### config.mk
export PLATFORM = sky130hd
export DESIGN_NAME = button_gesture_classifier_unit
export DESIGN_NICKNAME = d
export VERILOG_FILES = /design/src/rtl/bgc_pkg.sv /design/src/rtl/button_gesture_classifier_unit.sv
export SDC_FILE = /design/constraint.sdc
export NUM_CORES = 1
export LEC_CHECK = 0
export ABC_AREA = 1
export BUFFER_PORTS_ARGS = -buffer_cell sky130_fd_sc_hd__buf_4
export CAP_MARGIN = 30
export CORE_MARGIN = 1.5
export CORE_UTILIZATION = 45
export DETAILED_ROUTE_END_ITERATION = 12
export PLACE_DENSITY = 0.64
export RECOVER_POWER = 50
export SLEW_MARGIN = 20
export SYNTH_ARGS = -nofsm -noshare
export SYNTH_HDL_FRONTEND = slang
export SYNTH_SLANG_ARGS = --single-unit
export TNS_END_PERCENT = 50
### constraint.sdc
create_clock -name clk -period 18.53 [get_ports clk]
set_input_delay 1.853 -clock clk [delete_from_list [all_inputs] [get_ports clk]]
set_output_delay 1.853 -clock clk [all_outputs]
set_load 0.005 [all_outputs]
### src/rtl/bgc_pkg.sv
// Shared types and constants for the button gesture classifier.
// No dependencies; imported by button_gesture_classifier_unit.
package bgc_pkg;

  localparam int TIME_WIDTH_DEF = 32;

  localparam int CFG_WIDTH     = 16;
  localparam int DEB_WIDTH     = 4;
  localparam int CFG_IDX_WIDTH = 4;
  localparam int NOW_WIDTH     = 32;

  localparam int IN_TDATA_WIDTH  = 40;
  localparam int OUT_TDATA_WIDTH = 8;

  localparam logic [CFG_WIDTH-1:0] SHORT_MIN_RST   = 16'd50;
  localparam logic [CFG_WIDTH-1:0] SHORT_MAX_RST   = 16'd600;
  localparam logic [CFG_WIDTH-1:0] DOUBLE_WIN_RST  = 16'd1000;
  localparam logic [CFG_WIDTH-1:0] LONG_MIN_RST    = 16'd1000;
  localparam logic [CFG_WIDTH-1:0] LONG_MAX_RST    = 16'd3000;
  localparam logic [CFG_WIDTH-1:0] RESET_MAX_RST   = 16'd5000;
  localparam logic [CFG_WIDTH-1:0] HALF_WIN_RST    = 16'd10000;
  localparam logic [DEB_WIDTH-1:0] DEBOUNCE_RST    = 4'd10;
  localparam logic [DEB_WIDTH-1:0] DEBOUNCE_SAT    = 4'd15;

  typedef enum logic [CFG_IDX_WIDTH-1:0] {
    CFG_SHORT_MIN  = 4'd0,
    CFG_SHORT_MAX  = 4'd1,
    CFG_DOUBLE_WIN = 4'd2,
    CFG_LONG_MIN   = 4'd3,
    CFG_LONG_MAX   = 4'd4,
    CFG_RESET_MAX  = 4'd5,
    CFG_HALF_WIN   = 4'd6,
    CFG_DEBOUNCE   = 4'd7
  } cfg_idx_t;

  typedef enum logic [1:0] {
    KIND_NONE   = 2'd0,
    KIND_SHORT  = 2'd1,
    KIND_DOUBLE = 2'd2,
    KIND_LONG   = 2'd3
  } kind_t;

  typedef enum logic [2:0] {
    IND_DEFAULT      = 3'd0,
    IND_RACE         = 3'd1,
    IND_HALF         = 3'd2,
    IND_HALF_PRESSED = 3'd3,
    IND_DANGER       = 3'd4
  } ind_t;

  typedef enum logic [2:0] {
    EV_NONE    = 3'd0,
    EV_PRESS   = 3'd1,
    EV_SHORT   = 3'd2,
    EV_DOUBLE  = 3'd3,
    EV_LONG    = 3'd4,
    EV_FACTORY = 3'd5,
    EV_UNCLASS = 3'd6
  } event_t;

endpackage

### src/rtl/button_gesture_classifier_unit.sv
// Button gesture classifier: debounce, press-duration classification, indicator.
// Depends on bgc_pkg.
//
// One timestamped button sample enters per word on the s_ side and exactly one
// result word leaves per sample on the m_ side, in order. A sample is taken
// every cycle unless the result register is full and m_tready is low; it passes
// the input register, then the result register, and the only loop is the
// classifier state update. A press is accepted after debounce_samples consecutive
// pressed samples (zero acts as one). On release the hold time is classified
// as short, double, long, factory reset (only inside the half-reset window
// after a double press) or unclassified. Elapsed times are wrapping unsigned
// differences over TIME_WIDTH bits. Configuration writes are taken at any
// time and must only be issued while the block is idle; writes to an index
// beyond 7 are ignored.
module button_gesture_classifier_unit
  import bgc_pkg::*;
#(
  parameter int TIME_WIDTH = TIME_WIDTH_DEF
) (
  input  logic                       clk,
  input  logic                       rst,
  input  logic                       s_tvalid,
  output logic                       s_tready,
  // [0] button_pressed, [32:1] now_ms, [33] race_active, [39:34] zero
  input  logic [IN_TDATA_WIDTH-1:0]  s_tdata,
  output logic                       m_tvalid,
  input  logic                       m_tready,
  // [2:0] event_res, [5:3] indicator, [6] race_mode, [7] zero
  output logic [OUT_TDATA_WIDTH-1:0] m_tdata,
  input  logic                       cfg_valid,
  output logic                       cfg_ready,
  input  logic [CFG_IDX_WIDTH-1:0]   cfg_index,
  input  logic [CFG_WIDTH-1:0]       cfg_data
);

  typedef logic [TIME_WIDTH-1:0] time_t;

  // configuration registers
  logic [CFG_WIDTH-1:0] short_min, short_max, double_win, long_min;
  logic [CFG_WIDTH-1:0] long_max, reset_max, half_win;
  logic [DEB_WIDTH-1:0] debounce;

  // input register
  logic                 in_valid;
  logic                 in_pressed;
  logic [NOW_WIDTH-1:0] in_now;
  logic                 in_race;

  // classifier state
  logic                 prev_pressed, prev_pressed_next;
  logic [DEB_WIDTH-1:0] debounce_run, debounce_run_next;
  time_t                press_start, press_start_next;
  kind_t                last_kind, last_kind_next;
  time_t                last_ms, last_ms_next;
  logic                 race_flag, race_flag_next;
  ind_t                 ind_state, ind_state_next;

  // result register
  logic                 out_valid;
  event_t               out_event;
  ind_t                 out_ind;
  logic                 out_race;
  event_t               event_next;

  logic advance;

  assign advance   = in_valid && (!out_valid || m_tready);
  assign s_tready  = !in_valid || advance;
  assign cfg_ready = 1'b1;
  assign m_tvalid  = out_valid;
  assign m_tdata   = {1'b0, out_race, out_ind, out_event};

  // configuration write decode
  always_ff @(posedge clk) begin
    if (rst) begin
      short_min  <= SHORT_MIN_RST;
      short_max  <= SHORT_MAX_RST;
      double_win <= DOUBLE_WIN_RST;
      long_min   <= LONG_MIN_RST;
      long_max   <= LONG_MAX_RST;
      reset_max  <= RESET_MAX_RST;
      half_win   <= HALF_WIN_RST;
      debounce   <= DEBOUNCE_RST;
    end else if (cfg_valid) begin
      unique case (cfg_index)
        CFG_SHORT_MIN:  short_min  <= cfg_data;
        CFG_SHORT_MAX:  short_max  <= cfg_data;
        CFG_DOUBLE_WIN: double_win <= cfg_data;
        CFG_LONG_MIN:   long_min   <= cfg_data;
        CFG_LONG_MAX:   long_max   <= cfg_data;
        CFG_RESET_MAX:  reset_max  <= cfg_data;
        CFG_HALF_WIN:   half_win   <= cfg_data;
        CFG_DEBOUNCE:   debounce   <= cfg_data[DEB_WIDTH-1:0];
        default: ;
      endcase
    end
  end

  // classification of the registered sample
  always_comb begin
    time_t                now;
    time_t                age_last;
    time_t                held;
    time_t                age_final;
    logic [DEB_WIDTH-1:0] need;
    logic [DEB_WIDTH-1:0] run_inc;
    logic                 half;

    now      = TIME_WIDTH'(in_now);
    age_last = now - last_ms;
    held     = now - press_start;
    need     = (debounce == '0) ? DEB_WIDTH'(1) : debounce;
    run_inc  = (debounce_run < DEBOUNCE_SAT) ? debounce_run + DEB_WIDTH'(1) : debounce_run;
    half     = (last_kind == KIND_DOUBLE) && (age_last < TIME_WIDTH'(half_win));

    prev_pressed_next = prev_pressed;
    debounce_run_next = debounce_run;
    press_start_next  = press_start;
    last_kind_next    = last_kind;
    last_ms_next      = last_ms;
    race_flag_next    = race_flag;
    ind_state_next    = half ? IND_HALF : ind_state;
    event_next        = EV_NONE;

    if (in_pressed) begin
      if (!prev_pressed) begin
        if (run_inc >= need) begin
          debounce_run_next = '0;
          prev_pressed_next = 1'b1;
          press_start_next  = now;
          event_next        = EV_PRESS;
          // disarm race mode unless a race is running
          if (race_flag && !in_race) begin
            race_flag_next = 1'b0;
            if (ind_state_next == IND_RACE) ind_state_next = IND_DEFAULT;
          end
        end else begin
          debounce_run_next = run_inc;
        end
      end else begin
        if (half) ind_state_next = IND_HALF_PRESSED;
        if (half && held > TIME_WIDTH'(long_max)) ind_state_next = IND_DANGER;
        if (held > TIME_WIDTH'(reset_max) &&
            ind_state_next inside {IND_HALF, IND_HALF_PRESSED, IND_DANGER})
          ind_state_next = race_flag ? IND_RACE : IND_DEFAULT;
      end
    end else begin
      debounce_run_next = '0;
      if (prev_pressed) begin
        prev_pressed_next = 1'b0;
        if (held > TIME_WIDTH'(short_min) && held < TIME_WIDTH'(short_max)) begin
          if (last_kind == KIND_SHORT && age_last < TIME_WIDTH'(double_win)) begin
            last_kind_next = KIND_DOUBLE;
            event_next     = EV_DOUBLE;
          end else begin
            last_kind_next = KIND_SHORT;
            event_next     = EV_SHORT;
            if (ind_state_next inside {IND_HALF, IND_HALF_PRESSED, IND_DANGER})
              ind_state_next = race_flag ? IND_RACE : IND_DEFAULT;
          end
          last_ms_next = now;
        end else if (held > TIME_WIDTH'(long_min) && held < TIME_WIDTH'(long_max)) begin
          last_kind_next = KIND_LONG;
          last_ms_next   = now;
          event_next     = EV_LONG;
          race_flag_next = 1'b1;
          ind_state_next = IND_RACE;
        end else if (half && held > TIME_WIDTH'(long_max) &&
                     held < TIME_WIDTH'(reset_max)) begin
          // factory reset: back to reset state, configuration kept
          debounce_run_next = '0;
          press_start_next  = '0;
          last_kind_next    = KIND_NONE;
          last_ms_next      = '0;
          race_flag_next    = 1'b0;
          ind_state_next    = IND_DEFAULT;
          event_next        = EV_FACTORY;
        end else begin
          last_kind_next = KIND_NONE;
          last_ms_next   = '0;
          event_next     = EV_UNCLASS;
        end
      end
    end

    // expire the half-reset indicators
    age_final = now - last_ms_next;
    if (ind_state_next inside {IND_HALF, IND_HALF_PRESSED, IND_DANGER} &&
        (last_kind_next == KIND_NONE || age_final > TIME_WIDTH'(half_win)))
      ind_state_next = race_flag_next ? IND_RACE : IND_DEFAULT;
  end

  always_ff @(posedge clk) begin
    if (rst) begin
      in_valid     <= 1'b0;
      out_valid    <= 1'b0;
      prev_pressed <= 1'b0;
      debounce_run <= '0;
      press_start  <= '0;
      last_kind    <= KIND_NONE;
      last_ms      <= '0;
      race_flag    <= 1'b0;
      ind_state    <= IND_DEFAULT;
    end else begin
      if (s_tvalid && s_tready) begin
        in_valid   <= 1'b1;
        in_pressed <= s_tdata[0];
        in_now     <= s_tdata[NOW_WIDTH:1];
        in_race    <= s_tdata[NOW_WIDTH+1];
      end else if (advance) begin
        in_valid <= 1'b0;
      end

      if (advance) begin
        out_valid    <= 1'b1;
        out_event    <= event_next;
        out_ind      <= ind_state_next;
        out_race     <= race_flag_next;
        prev_pressed <= prev_pressed_next;
        debounce_run <= debounce_run_next;
        press_start  <= press_start_next;
        last_kind    <= last_kind_next;
        last_ms      <= last_ms_next;
        race_flag    <= race_flag_next;
        ind_state    <= ind_state_next;
      end else if (m_tready) begin
        out_valid <= 1'b0;
      end
    end
  end

  a_race_ind : assert property (@(posedge clk) disable iff (rst)
    ind_state == IND_RACE |-> race_flag)
    else $error("race indicator shown without race flag");

  a_held_run : assert property (@(posedge clk) disable iff (rst)
    prev_pressed |-> debounce_run == '0)
    else $error("debounce run counting while press is held");

  a_factory_clean : assert property (@(posedge clk) disable iff (rst)
    out_valid && out_event == EV_FACTORY |-> out_ind == IND_DEFAULT && !out_race)
    else $error("factory reset result does not show cleared state");

  a_advance_word : assert property (@(posedge clk) disable iff (rst)
    advance |=> out_valid && !prev_pressed == ($past(prev_pressed_next) == 1'b0))
    else $error("result word or press state lost on advance");

endmodule

==> report_table.html, run 1 <==
<table>
<tr><th>Metric</th><th>Value</th></tr>
<tr><th colspan="2">Yosys</th></tr>
<tr><td>Flop and latch count out of synthesis</td><td>234</td></tr>
<tr><td>Post-synth EDFFs</td><td>41</td></tr>
<tr><td>Register area share after synthesis</td><td>26.6%</td></tr>
<tr><td>Fraction of post-synthesis cell area in the top cell type by area</td><td>20.2%</td></tr>
<tr><td>Number of distinct library cells after synthesis</td><td>57</td></tr>
<tr><td>Post-synthesis instance area</td><td>0.0192 sq mm</td></tr>
<tr><td>Yosys warns</td><td>0</td></tr>
<tr><td>Top cells by area in the synthesized netlist</td><td>dfxtp_1 (20%), ha_1 (15%), nand2_1 (14%)</td></tr>
<tr><td>Post-synth net total</td><td>3233</td></tr>
<tr><td>Avg Cell Area, Syn</td><td>6.53 sq um</td></tr>
<tr><td>Ys async rst share</td><td>0%</td></tr>
<tr><td>Area leader, netlist</td><td>dfxtp_1</td></tr>
<tr><td>Top flip-flop cell by instance count after synthesis</td><td>dfxtp_1</td></tr>
<tr><td>Synthesized instance count</td><td>2938</td></tr>
<tr><th colspan="2">Timing</th></tr>
<tr><td>Setup repair after global routing missed its margin</td><td>false</td></tr>
<tr><td>FMAX</td><td>105 MHz</td></tr>
<tr><td>Least-Margin Pin Slew</td><td>3.02 ns</td></tr>
<tr><td>Final max-slew violation count</td><td>186</td></tr>
<tr><td>Number of setup violations in the final report</td><td>0</td></tr>
<tr><td>Setup slack of the critical path after layout</td><td>8.98 ns</td></tr>
<tr><td>Portion of the clock cycle consumed by the worst path in the final layout</td><td>51.6%</td></tr>
<tr><td>Number of hold violations in the final report</td><td>0</td></tr>
<tr><td>Final critical-path required period</td><td>9.55 ns</td></tr>
<tr><td>Final TNS setup</td><td>0 ns</td></tr>
<tr><td>Final clock skew</td><td>0.0760 ns</td></tr>
<tr><td>Worst-case headroom to the max-slew limit</td><td>-101%</td></tr>
<tr><th colspan="2">Detailed routing</th></tr>
<tr><td>DRC violations left</td><td>0</td></tr>
<tr><td>Length of routed met3 wiring</td><td>3350 um</td></tr>
<tr><td>Wire length per cell</td><td>17.0 um</td></tr>
<tr><td>DRC violation total after the first TritonRoute iteration</td><td>1260</td></tr>
<tr><td>Routed wl met2</td><td>28500 um</td></tr>
<tr><td>Topmost layer with routed signal wires</td><td>met4</td></tr>
<tr><td>Number of nets with antenna violations after routing</td><td>0</td></tr>
<tr><td>Mean number of vias per cell</td><td>5.31</td></tr>
<tr><td>Detailed-routing iteration count for the pre-antenna-repair pass</td><td>5</td></tr>
<tr><td>Via count</td><td>18800</td></tr>
<tr><td>Wl on met1</td><td>26300 um</td></tr>
<tr><td>Final routed wirelength across all metal layers</td><td>60200 um</td></tr>
<tr><th colspan="2">Power</th></tr>
<tr><td>Switching Fraction</td><td>32.9%</td></tr>
<tr><td>Share of power burned in combinational logic</td><td>25.0%</td></tr>
<tr><td>Max IR drop VDD</td><td>0.0000640 V</td></tr>
<tr><td>Leak Pwr</td><td>10.5 nW</td></tr>
<tr><td>Power per unit of standard cell area</td><td>70.5 mW/mm^2</td></tr>
<tr><td>Total net switching power</td><td>0.492 mW</td></tr>
<tr><td>Proportion of power drawn by the clock network</td><td>38.5%</td></tr>
<tr><td>Seq pwr share</td><td>36.5%</td></tr>
<tr><td>Internal Power</td><td>1.00 mW</td></tr>
<tr><th colspan="2">Critical path</th></tr>
<tr><td>Cell with the biggest individual delay on the critical path</td><td>edfxtp_1</td></tr>
<tr><td>Critical path start-end classification</td><td>register to register</td></tr>
<tr><td>Top cell family by delay on the critical path</td><td>simple AND/OR/NAND/NOR gates</td></tr>
<tr><td>Type of destination of the critical path</td><td>register</td></tr>
<tr><td>Critical Path AT</td><td>10.01 ns</td></tr>
<tr><td>Data required time of the worst path</td><td>18.99 ns</td></tr>
<tr><td>Bufs and invs on worst path</td><td>13</td></tr>
<tr><td>Worst setup SP type</td><td>register</td></tr>
<tr><td>Crit-path most repeated cell</td><td>inv_1</td></tr>
<tr><td>Biggest fanout along the worst timing path</td><td>19</td></tr>
<tr><td>Largest incremental delay on the critical path</td><td>0.75 ns</td></tr>
<tr><th colspan="2">Clock tree</th></tr>
<tr><td># hold bufs at CTS</td><td>0</td></tr>
<tr><td>Clock root buffer</td><td>clkbuf_16</td></tr>
<tr><td>Setup bufs post-CTS</td><td>0</td></tr>
<tr><td>Cells resized by post-CTS repair</td><td>0</td></tr>
<tr><td>CTS H-Tree Depth</td><td>1</td></tr>
<tr><td>Sink Count</td><td>234</td></tr>
<tr><td>Later-pin clock latency in the skew report</td><td>0.62 ns</td></tr>
<tr><td>Total CTS buffers</td><td>28</td></tr>
<tr><td>Maximum clock path buffer count</td><td>3</td></tr>
<tr><td>Clk slew on worst S/H paths</td><td>0.07 ns</td></tr>
<tr><td>TritonCTS clock tree</td><td>done</td></tr>
<tr><th colspan="2">Cells and area</th></tr>
<tr><td>Number of diodes added for antenna fixing</td><td>0</td></tr>
<tr><td>Fillcell total</td><td>4271</td></tr>
<tr><td>Most frequent standard cell in the layout excluding fill and tap cells</td><td>nand2_1</td></tr>
<tr><td>Total Nets Final</td><td>3280</td></tr>
<tr><td>Commonest cells after routing, fill and taps aside</td><td>nand2_1 (733), inv_1 (537), a21oi_1 (290)</td></tr>
<tr><td>Layout cell share with drive strength beyond 1</td><td>6.98%</td></tr>
<tr><td>Area growth from synthesis to layout</td><td>10.6%</td></tr>
<tr><th colspan="2">Placement</th></tr>
<tr><td>Count of port buffers added during placement</td><td>67</td></tr>
<tr><td>GP Congestion</td><td>0.952</td></tr>
<tr><td>Pre-CTS worst setup slack</td><td>9.07 ns</td></tr>
<tr><td>Final HPWL DP</td><td>48200 um</td></tr>
<tr><th colspan="2">Worst hold path</th></tr>
<tr><td>Path type of the worst min-delay path</td><td>register to register</td></tr>
<tr><th colspan="2">Die</th></tr>
<tr><td>Starting density of the core</td><td>45.7%</td></tr>
<tr><td>Cell row count</td><td>75</td></tr>
<tr><td>Die Outline Area</td><td>0.0438 sq mm</td></tr>
<tr><td>Die Span X</td><td>209 um</td></tr>
<tr><td>Core box area</td><td>0.0419 sq mm</td></tr>
<tr><td>I/O pins</td><td>76</td></tr>
<tr><td>Die H</td><td>209 um</td></tr>
<tr><th colspan="2">Outcome</th></tr>
<tr><td>Violations in the final reports</td><td>capacitance limit, slew limit</td></tr>
<tr><td>Result of the run</td><td>finished, violations left</td></tr>
<tr><th colspan="2">Flow run</th></tr>
<tr><td>Max-capacitance violation count</td><td>4</td></tr>
<tr><th colspan="2">GRT</th></tr>
<tr><td>Residual overflow from global routing</td><td>0</td></tr>
<tr><td>Number of global-route vias before repair</td><td>18200</td></tr>
<tr><td>Overall fraction of global-route tracks in use</td><td>27.5%</td></tr>
<tr><td>Antenna violations before repair</td><td>0</td></tr>
<tr><td>Wire length of the first global-routing pass</td><td>95100 um</td></tr>
<tr><td>Pin count of the biggest net entering global routing</td><td>78</td></tr>
</table>
-- kinds of logic (layout without fill, tap and decap cells) --
family | Yosys count | after routing | share of synthesized area (%)
muxes | 1 | 1 | 0.0587
and+or+nand+nor | 1216 | 1216 | 27.0
other | 2 | 2 | 0.0392
AOI/OAI and AO/OA | 573 | 573 | 16.3
xor gates and xnor gates | 55 | 55 | 2.51
DFF | 234 | 234 | 26.6
buffers and inverters | 627 | 696 | 12.4
adders and majority gates | 230 | 230 | 15.1
-- metrics by stage --
step | cell area (sq um) | hold slack, ns | util, % | power, mW | std cells
floorplan | 19200 | 0.435 | - | 0.812 | 2938
global placement | 20200 | 0.447 | 48.1 | 0.917 | 3489
detailed placement | 20300 | 0.451 | 48.3 | 0.926 | 3492
CTS | 21200 | 0.463 | 50.6 | 1.50 | 3544
global route | 21200 | 0.474 | 50.6 | 1.57 | 3546
finish | 21200 | 0.459 | 50.6 | 1.50 | 3546
-- worst min-delay path: cells and delay by family (launching register included) --
kind / cells / cell delay, ns
flops: 1 / 0.29
buf+inv: 1 / 0.06
compound gates: 1 / 0.06
-- cells in the mapped netlist (all sizes together) (35+ instances only) --
library cell,instances
nand3,156
o21ai,178
nand4,35
edfxtp,41
ha,227
dfxtp,193
nand2,756
inv,554
nor2,211
clkbuf,53
xor2,45
a21oi,293
-- flip-flops by register name (all words and copies together) (netlist names), 2 cells and up --
signal and count:
out_event 3, last_kind 2, ind_state 3, in_now 32, debounce_run 4, reset_max 16, long_max 16, double_win 16
short_min 16, short_max 16, debounce 4, last_ms 32, long_min 16, half_win 16, press_start 32, out_ind 3
-- routing by layer --
| metal | vias to the layer above | track usage [%] |
|---|---|---|
| met5 | - | 0 |
| met2 | 509 | 48.1 |
| li1 | 9581 | - |
| met1 | 8631 | 35.1 |
| met4 | 0 | 9.92 |
| met3 | 120 | 2.51 |
-- layout make-up --
cell class              instances  area, sq um  area share, %
clock buffers                  40          827           3.90
clock inverters                12          145          0.684
inverters                     558         2090           9.88
multi-input cells            2077        11700           55.2
flip-flops and latches        234         5090           24.0
well taps                     539          674           3.18
repair buffers                 86          668           3.15
-- path summary, 6_finish.rpt --
check                                           startpoint                    endpoint  slack (ns)  depth (start not counted)
worst max-delay path                   in_now[1]$_DFFE_PP_   ind_state[0]$_SDFFE_PP0P_        8.98                         52
worst min register to register  double_win[1]$_SDFFE_PP0P_  double_win[1]$_SDFFE_PP0P_        0.46                          2
worst max register to register         in_now[1]$_DFFE_PP_   ind_state[0]$_SDFFE_PP0P_        8.98                         52
worst min-delay path            double_win[1]$_SDFFE_PP0P_  double_win[1]$_SDFFE_PP0P_        0.46                          2
-- power by group through the flow --
stage	logic, mW	registers (mW)	clock network [mW]
finish	0.374	0.546	0.575
global route	0.424	0.547	0.603
CTS	0.373	0.546	0.586
detailed placement	0.370	0.556	0
global placement	0.360	0.556	0
floorplan	0.262	0.550	0
(Power assumes the default switching activity.)
==> run 2, diff against run 1 <==
--- a/config.mk
+++ b/config.mk
@@ -11,7 +11,7 @@
 export CORE_MARGIN = 1.5
 export CORE_UTILIZATION = 45
 export DETAILED_ROUTE_END_ITERATION = 12
-export PLACE_DENSITY = 0.64
+export PLACE_DENSITY = 0.66
 export RECOVER_POWER = 50
 export SLEW_MARGIN = 20
 export SYNTH_ARGS = -nofsm -noshare
==> constraint.sdc (replaced) <==
create_clock -name clk -period 8.3 [get_ports clk]
set_input_delay 0.83 -clock clk [delete_from_list [all_inputs] [get_ports clk]]
set_output_delay 0.83 -clock clk [all_outputs]
set_load 0.005 [all_outputs]
==> report_table.html, run 2 (synthesized netlist as in run 1, its figures left out) <==
<table>
<tr><th>Metric</th><th>Value</th></tr>
<tr><th colspan="2">GRT</th></tr>
<tr><td>Wire length of the first global-routing pass</td><td>97500 um (+2.5%)</td></tr>
<tr><td>Residual overflow from global routing</td><td>0 (unchanged)</td></tr>
<tr><td>Pin count of the biggest net entering global routing</td><td>62 (-21%)</td></tr>
<tr><td>Overall fraction of global-route tracks in use</td><td>28.4% (+0.88 points)</td></tr>
<tr><td>Antenna violations before repair</td><td>1 (+1)</td></tr>
<tr><td>Number of global-route vias before repair</td><td>18500 (+2.0%)</td></tr>
<tr><th colspan="2">Worst hold path</th></tr>
<tr><td>Hold path depth</td><td>1 (-1)</td></tr>
<tr><td>Path type of the worst min-delay path</td><td>primary input to register</td></tr>
<tr><td>Start point of the worst hold path</td><td>s_tdata[7]</td></tr>
<tr><th colspan="2">Die</th></tr>
<tr><td>Core box area</td><td>0.0419 sq mm (unchanged)</td></tr>
<tr><td>I/O pins</td><td>76 (unchanged)</td></tr>
<tr><td>Die H</td><td>209 um (unchanged)</td></tr>
<tr><td>Cell row count</td><td>75 (unchanged)</td></tr>
<tr><td>Die Span X</td><td>209 um (unchanged)</td></tr>
<tr><td>Starting density of the core</td><td>45.7% (unchanged)</td></tr>
<tr><td>Die Outline Area</td><td>0.0438 sq mm (unchanged)</td></tr>
<tr><th colspan="2">Critical path</th></tr>
<tr><td>Crit-path most repeated cell</td><td>nand2_1</td></tr>
<tr><td>Critical path start-end classification</td><td>register to register</td></tr>
<tr><td>Reg2reg path depth</td><td>49 (-5.8%)</td></tr>
<tr><td>R2R Path Start</td><td>in_now[7]$_DFFE_PP_</td></tr>
<tr><td>Type of destination of the critical path</td><td>register</td></tr>
<tr><td>Largest incremental delay on the critical path</td><td>0.50 ns (-0.25 ns)</td></tr>
<tr><td>Data required time of the worst path</td><td>8.63 ns (-10.36 ns)</td></tr>
<tr><td>Cell with the biggest individual delay on the critical path</td><td>edfxtp_1</td></tr>
<tr><td>Biggest fanout along the worst timing path</td><td>8 (-11)</td></tr>
<tr><td>Worst setup SP type</td><td>register</td></tr>
<tr><td>Critical Path AT</td><td>8.00 ns (-2.01 ns)</td></tr>
<tr><td>Reg2reg setup slack</td><td>0.63 ns (-8.35 ns)</td></tr>
<tr><td>Launch point of the worst path</td><td>in_now[7]$_DFFE_PP_</td></tr>
<tr><th colspan="2">Outcome</th></tr>
<tr><td>Violations in the final reports</td><td>capacitance limit, slew limit</td></tr>
<tr><td>Result of the run</td><td>finished, violations left</td></tr>
<tr><th colspan="2">Clock tree</th></tr>
<tr><td>Maximum clock path buffer count</td><td>3 (unchanged)</td></tr>
<tr><td># hold bufs at CTS</td><td>0 (unchanged)</td></tr>
<tr><td>TritonCTS clock tree</td><td>done</td></tr>
<tr><td>Total CTS buffers</td><td>29 (+3.6%)</td></tr>
<tr><td>Later-pin clock latency in the skew report</td><td>0.60 ns (-0.02 ns)</td></tr>
<tr><td>Clock root buffer</td><td>clkbuf_16</td></tr>
<tr><td>CTS H-Tree Depth</td><td>1 (unchanged)</td></tr>
<tr><td>Sink Count</td><td>234 (unchanged)</td></tr>
<tr><td>Clk slew on worst S/H paths</td><td>0.07 ns (about the same)</td></tr>
<tr><th colspan="2">Timing</th></tr>
<tr><td>Final clock skew</td><td>0.0282 ns (-0.0478 ns)</td></tr>
<tr><td>Final critical-path required period</td><td>7.67 ns (-1.88 ns)</td></tr>
<tr><td>Portion of the clock cycle consumed by the worst path in the final layout</td><td>92.4% (+41 points)</td></tr>
<tr><td>Final max-slew violation count</td><td>173 (-7.0%)</td></tr>
<tr><td>Final TNS setup</td><td>0 ns (unchanged)</td></tr>
<tr><td>Number of hold violations in the final report</td><td>0 (unchanged)</td></tr>
<tr><td>Number of setup violations in the final report</td><td>0 (unchanged)</td></tr>
<tr><td>Final hold slack</td><td>0.423 ns (-0.0365 ns)</td></tr>
<tr><td>FMAX</td><td>130 MHz (+25%)</td></tr>
<tr><td>Worst-case headroom to the max-slew limit</td><td>-61.3% (+40 points)</td></tr>
<tr><td>Least-Margin Pin Slew</td><td>2.42 ns (-0.596 ns)</td></tr>
<tr><th colspan="2">Cells and area</th></tr>
<tr><td>Layout cell share with drive strength beyond 1</td><td>9.46% (+2.5 points)</td></tr>
<tr><td>Total Nets Final</td><td>3336 (+1.7%)</td></tr>
<tr><td>Area of all placed cells without fillers</td><td>0.0218 sq mm (+2.9%)</td></tr>
<tr><td>Area growth from synthesis to layout</td><td>13.8%</td></tr>
<tr><td>Fillcell total</td><td>4201 (-1.6%)</td></tr>
<tr><td>Commonest cells after routing, fill and taps aside</td><td>nand2_1 (732), inv_1 (535), a21oi_1 (288)</td></tr>
<tr><td>Fraction of the core area covered by cells at the end of the flow</td><td>52.0% (+1.5 points)</td></tr>
<tr><td>Most frequent standard cell in the layout excluding fill and tap cells</td><td>nand2_1</td></tr>
<tr><td>Largest registers in the final layout</td><td>in_now (32), last_ms (32), press_start (32)</td></tr>
<tr><th colspan="2">Placement</th></tr>
<tr><td>Area after DPL</td><td>0.0206 sq mm (+1.9%)</td></tr>
<tr><td>GP Congestion</td><td>0.964 (+1.3%)</td></tr>
<tr><td>Final HPWL DP</td><td>49900 um (+3.6%)</td></tr>
<tr><td>Count of port buffers added during placement</td><td>67 (unchanged)</td></tr>
<tr><th colspan="2">Power</th></tr>
<tr><td>Power per unit of standard cell area</td><td>161 mW/mm^2 (+130%)</td></tr>
<tr><td>Max IR drop VDD</td><td>0.000254 V (+300%)</td></tr>
<tr><td>Leak Pwr</td><td>10.8 nW (+3.0%)</td></tr>
<tr><th colspan="2">Detailed routing</th></tr>
<tr><td>DRC violation total after the first TritonRoute iteration</td><td>1306 (+3.7%)</td></tr>
<tr><td>Detailed-routing iteration count for the pre-antenna-repair pass</td><td>5 (unchanged)</td></tr>
<tr><td>Number of nets with antenna violations after routing</td><td>0 (unchanged)</td></tr>
<tr><td>DRC violations left</td><td>0 (unchanged)</td></tr>
<tr><td>Via count</td><td>19100 (+1.4%)</td></tr>
<tr><td>Wire length per cell</td><td>17.3 um (+1.7%)</td></tr>
<tr><td>Mean number of vias per cell</td><td>5.30 (-0.20%)</td></tr>
<tr><td>Final routed wirelength across all metal layers</td><td>62300 um (+3.4%)</td></tr>
<tr><th colspan="2">Flow run</th></tr>
<tr><td>Max-capacitance violation count</td><td>4 (unchanged)</td></tr>
</table>
-- run 2: cell types whose count changed in the layout (fill, tap and decap cells not counted), moves of 5 or more --
cell      change
clkbuf_4     -10
ha_1          -5
ha_4          +5
clkbuf_8      -5
buf_4        +64
clkbuf_1      -5
-- run 2: power by group --
part	switching (mW)	internal (mW)	total, mW
Sequential	0.0215	1.19	1.21
Clock	0.567	0.863	1.43
Combinational	0.562	0.321	0.883
Total	1.15	2.37	3.52
-- run 2: what timing repair did --
action | 4_1_cts | 5_1_grt
buffers inserted | 0 | 3
resized for setup | 0 | 16
endpoints found under the setup margin | 0 | 4
-- run 2: area by class of cell --
cell class | instances | area (sq um) | share of cell area [%]
multi-input combinational | 2077 | 11800 | 54.2
clock inverter | 23 | 307 | 1.40
clock buffer | 31 | 764 | 3.50
sequential | 234 | 5090 | 23.3
inverter | 558 | 2100 | 9.61
tap | 539 | 674 | 3.09
antenna | 1 | 2.50 | 0.0115
timing repair buffer | 141 | 1060 | 4.87
-- run 2: critical path, delay by kind of cell (launching register included) --
kind | cells | cell delay (ns)
simple gates | 25 | 2.50
compound gates | 9 | 1.80
fa+ha+maj | 4 | 1.32
buf+inv | 9 | 0.99
flops | 1 | 0.50
xor+xnor | 2 | 0.23
-- run 2: path summary, 6_finish.rpt --
check                          endpoint
min                 in_now[6]$_DFFE_PP_
min reg2reg  short_min[11]$_SDFFE_PP0P_
max                out_ind[0]$_DFFE_PP_
max reg2reg        out_ind[0]$_DFFE_PP_
-- run 2: metal layers --
metal  track usage, %  routed length, um  vias up
met5                0                  0        -
li1                 -                  -     9687
met2             51.0              30400      399
met1             35.1              27000     8910
met4             10.5               2130        0
met3             2.56               2720      115
-- run 2: through the flow --
stage,worst slack (ns),power [mW],cells
after global placement,0.491,2.08,3540
final,0.631,3.52,3604
after global routing,-0.00206,3.69,3604
after CTS,0.371,3.53,3598
after detailed placement,0.433,2.10,3544
after floorplan,1.54,1.81,2938
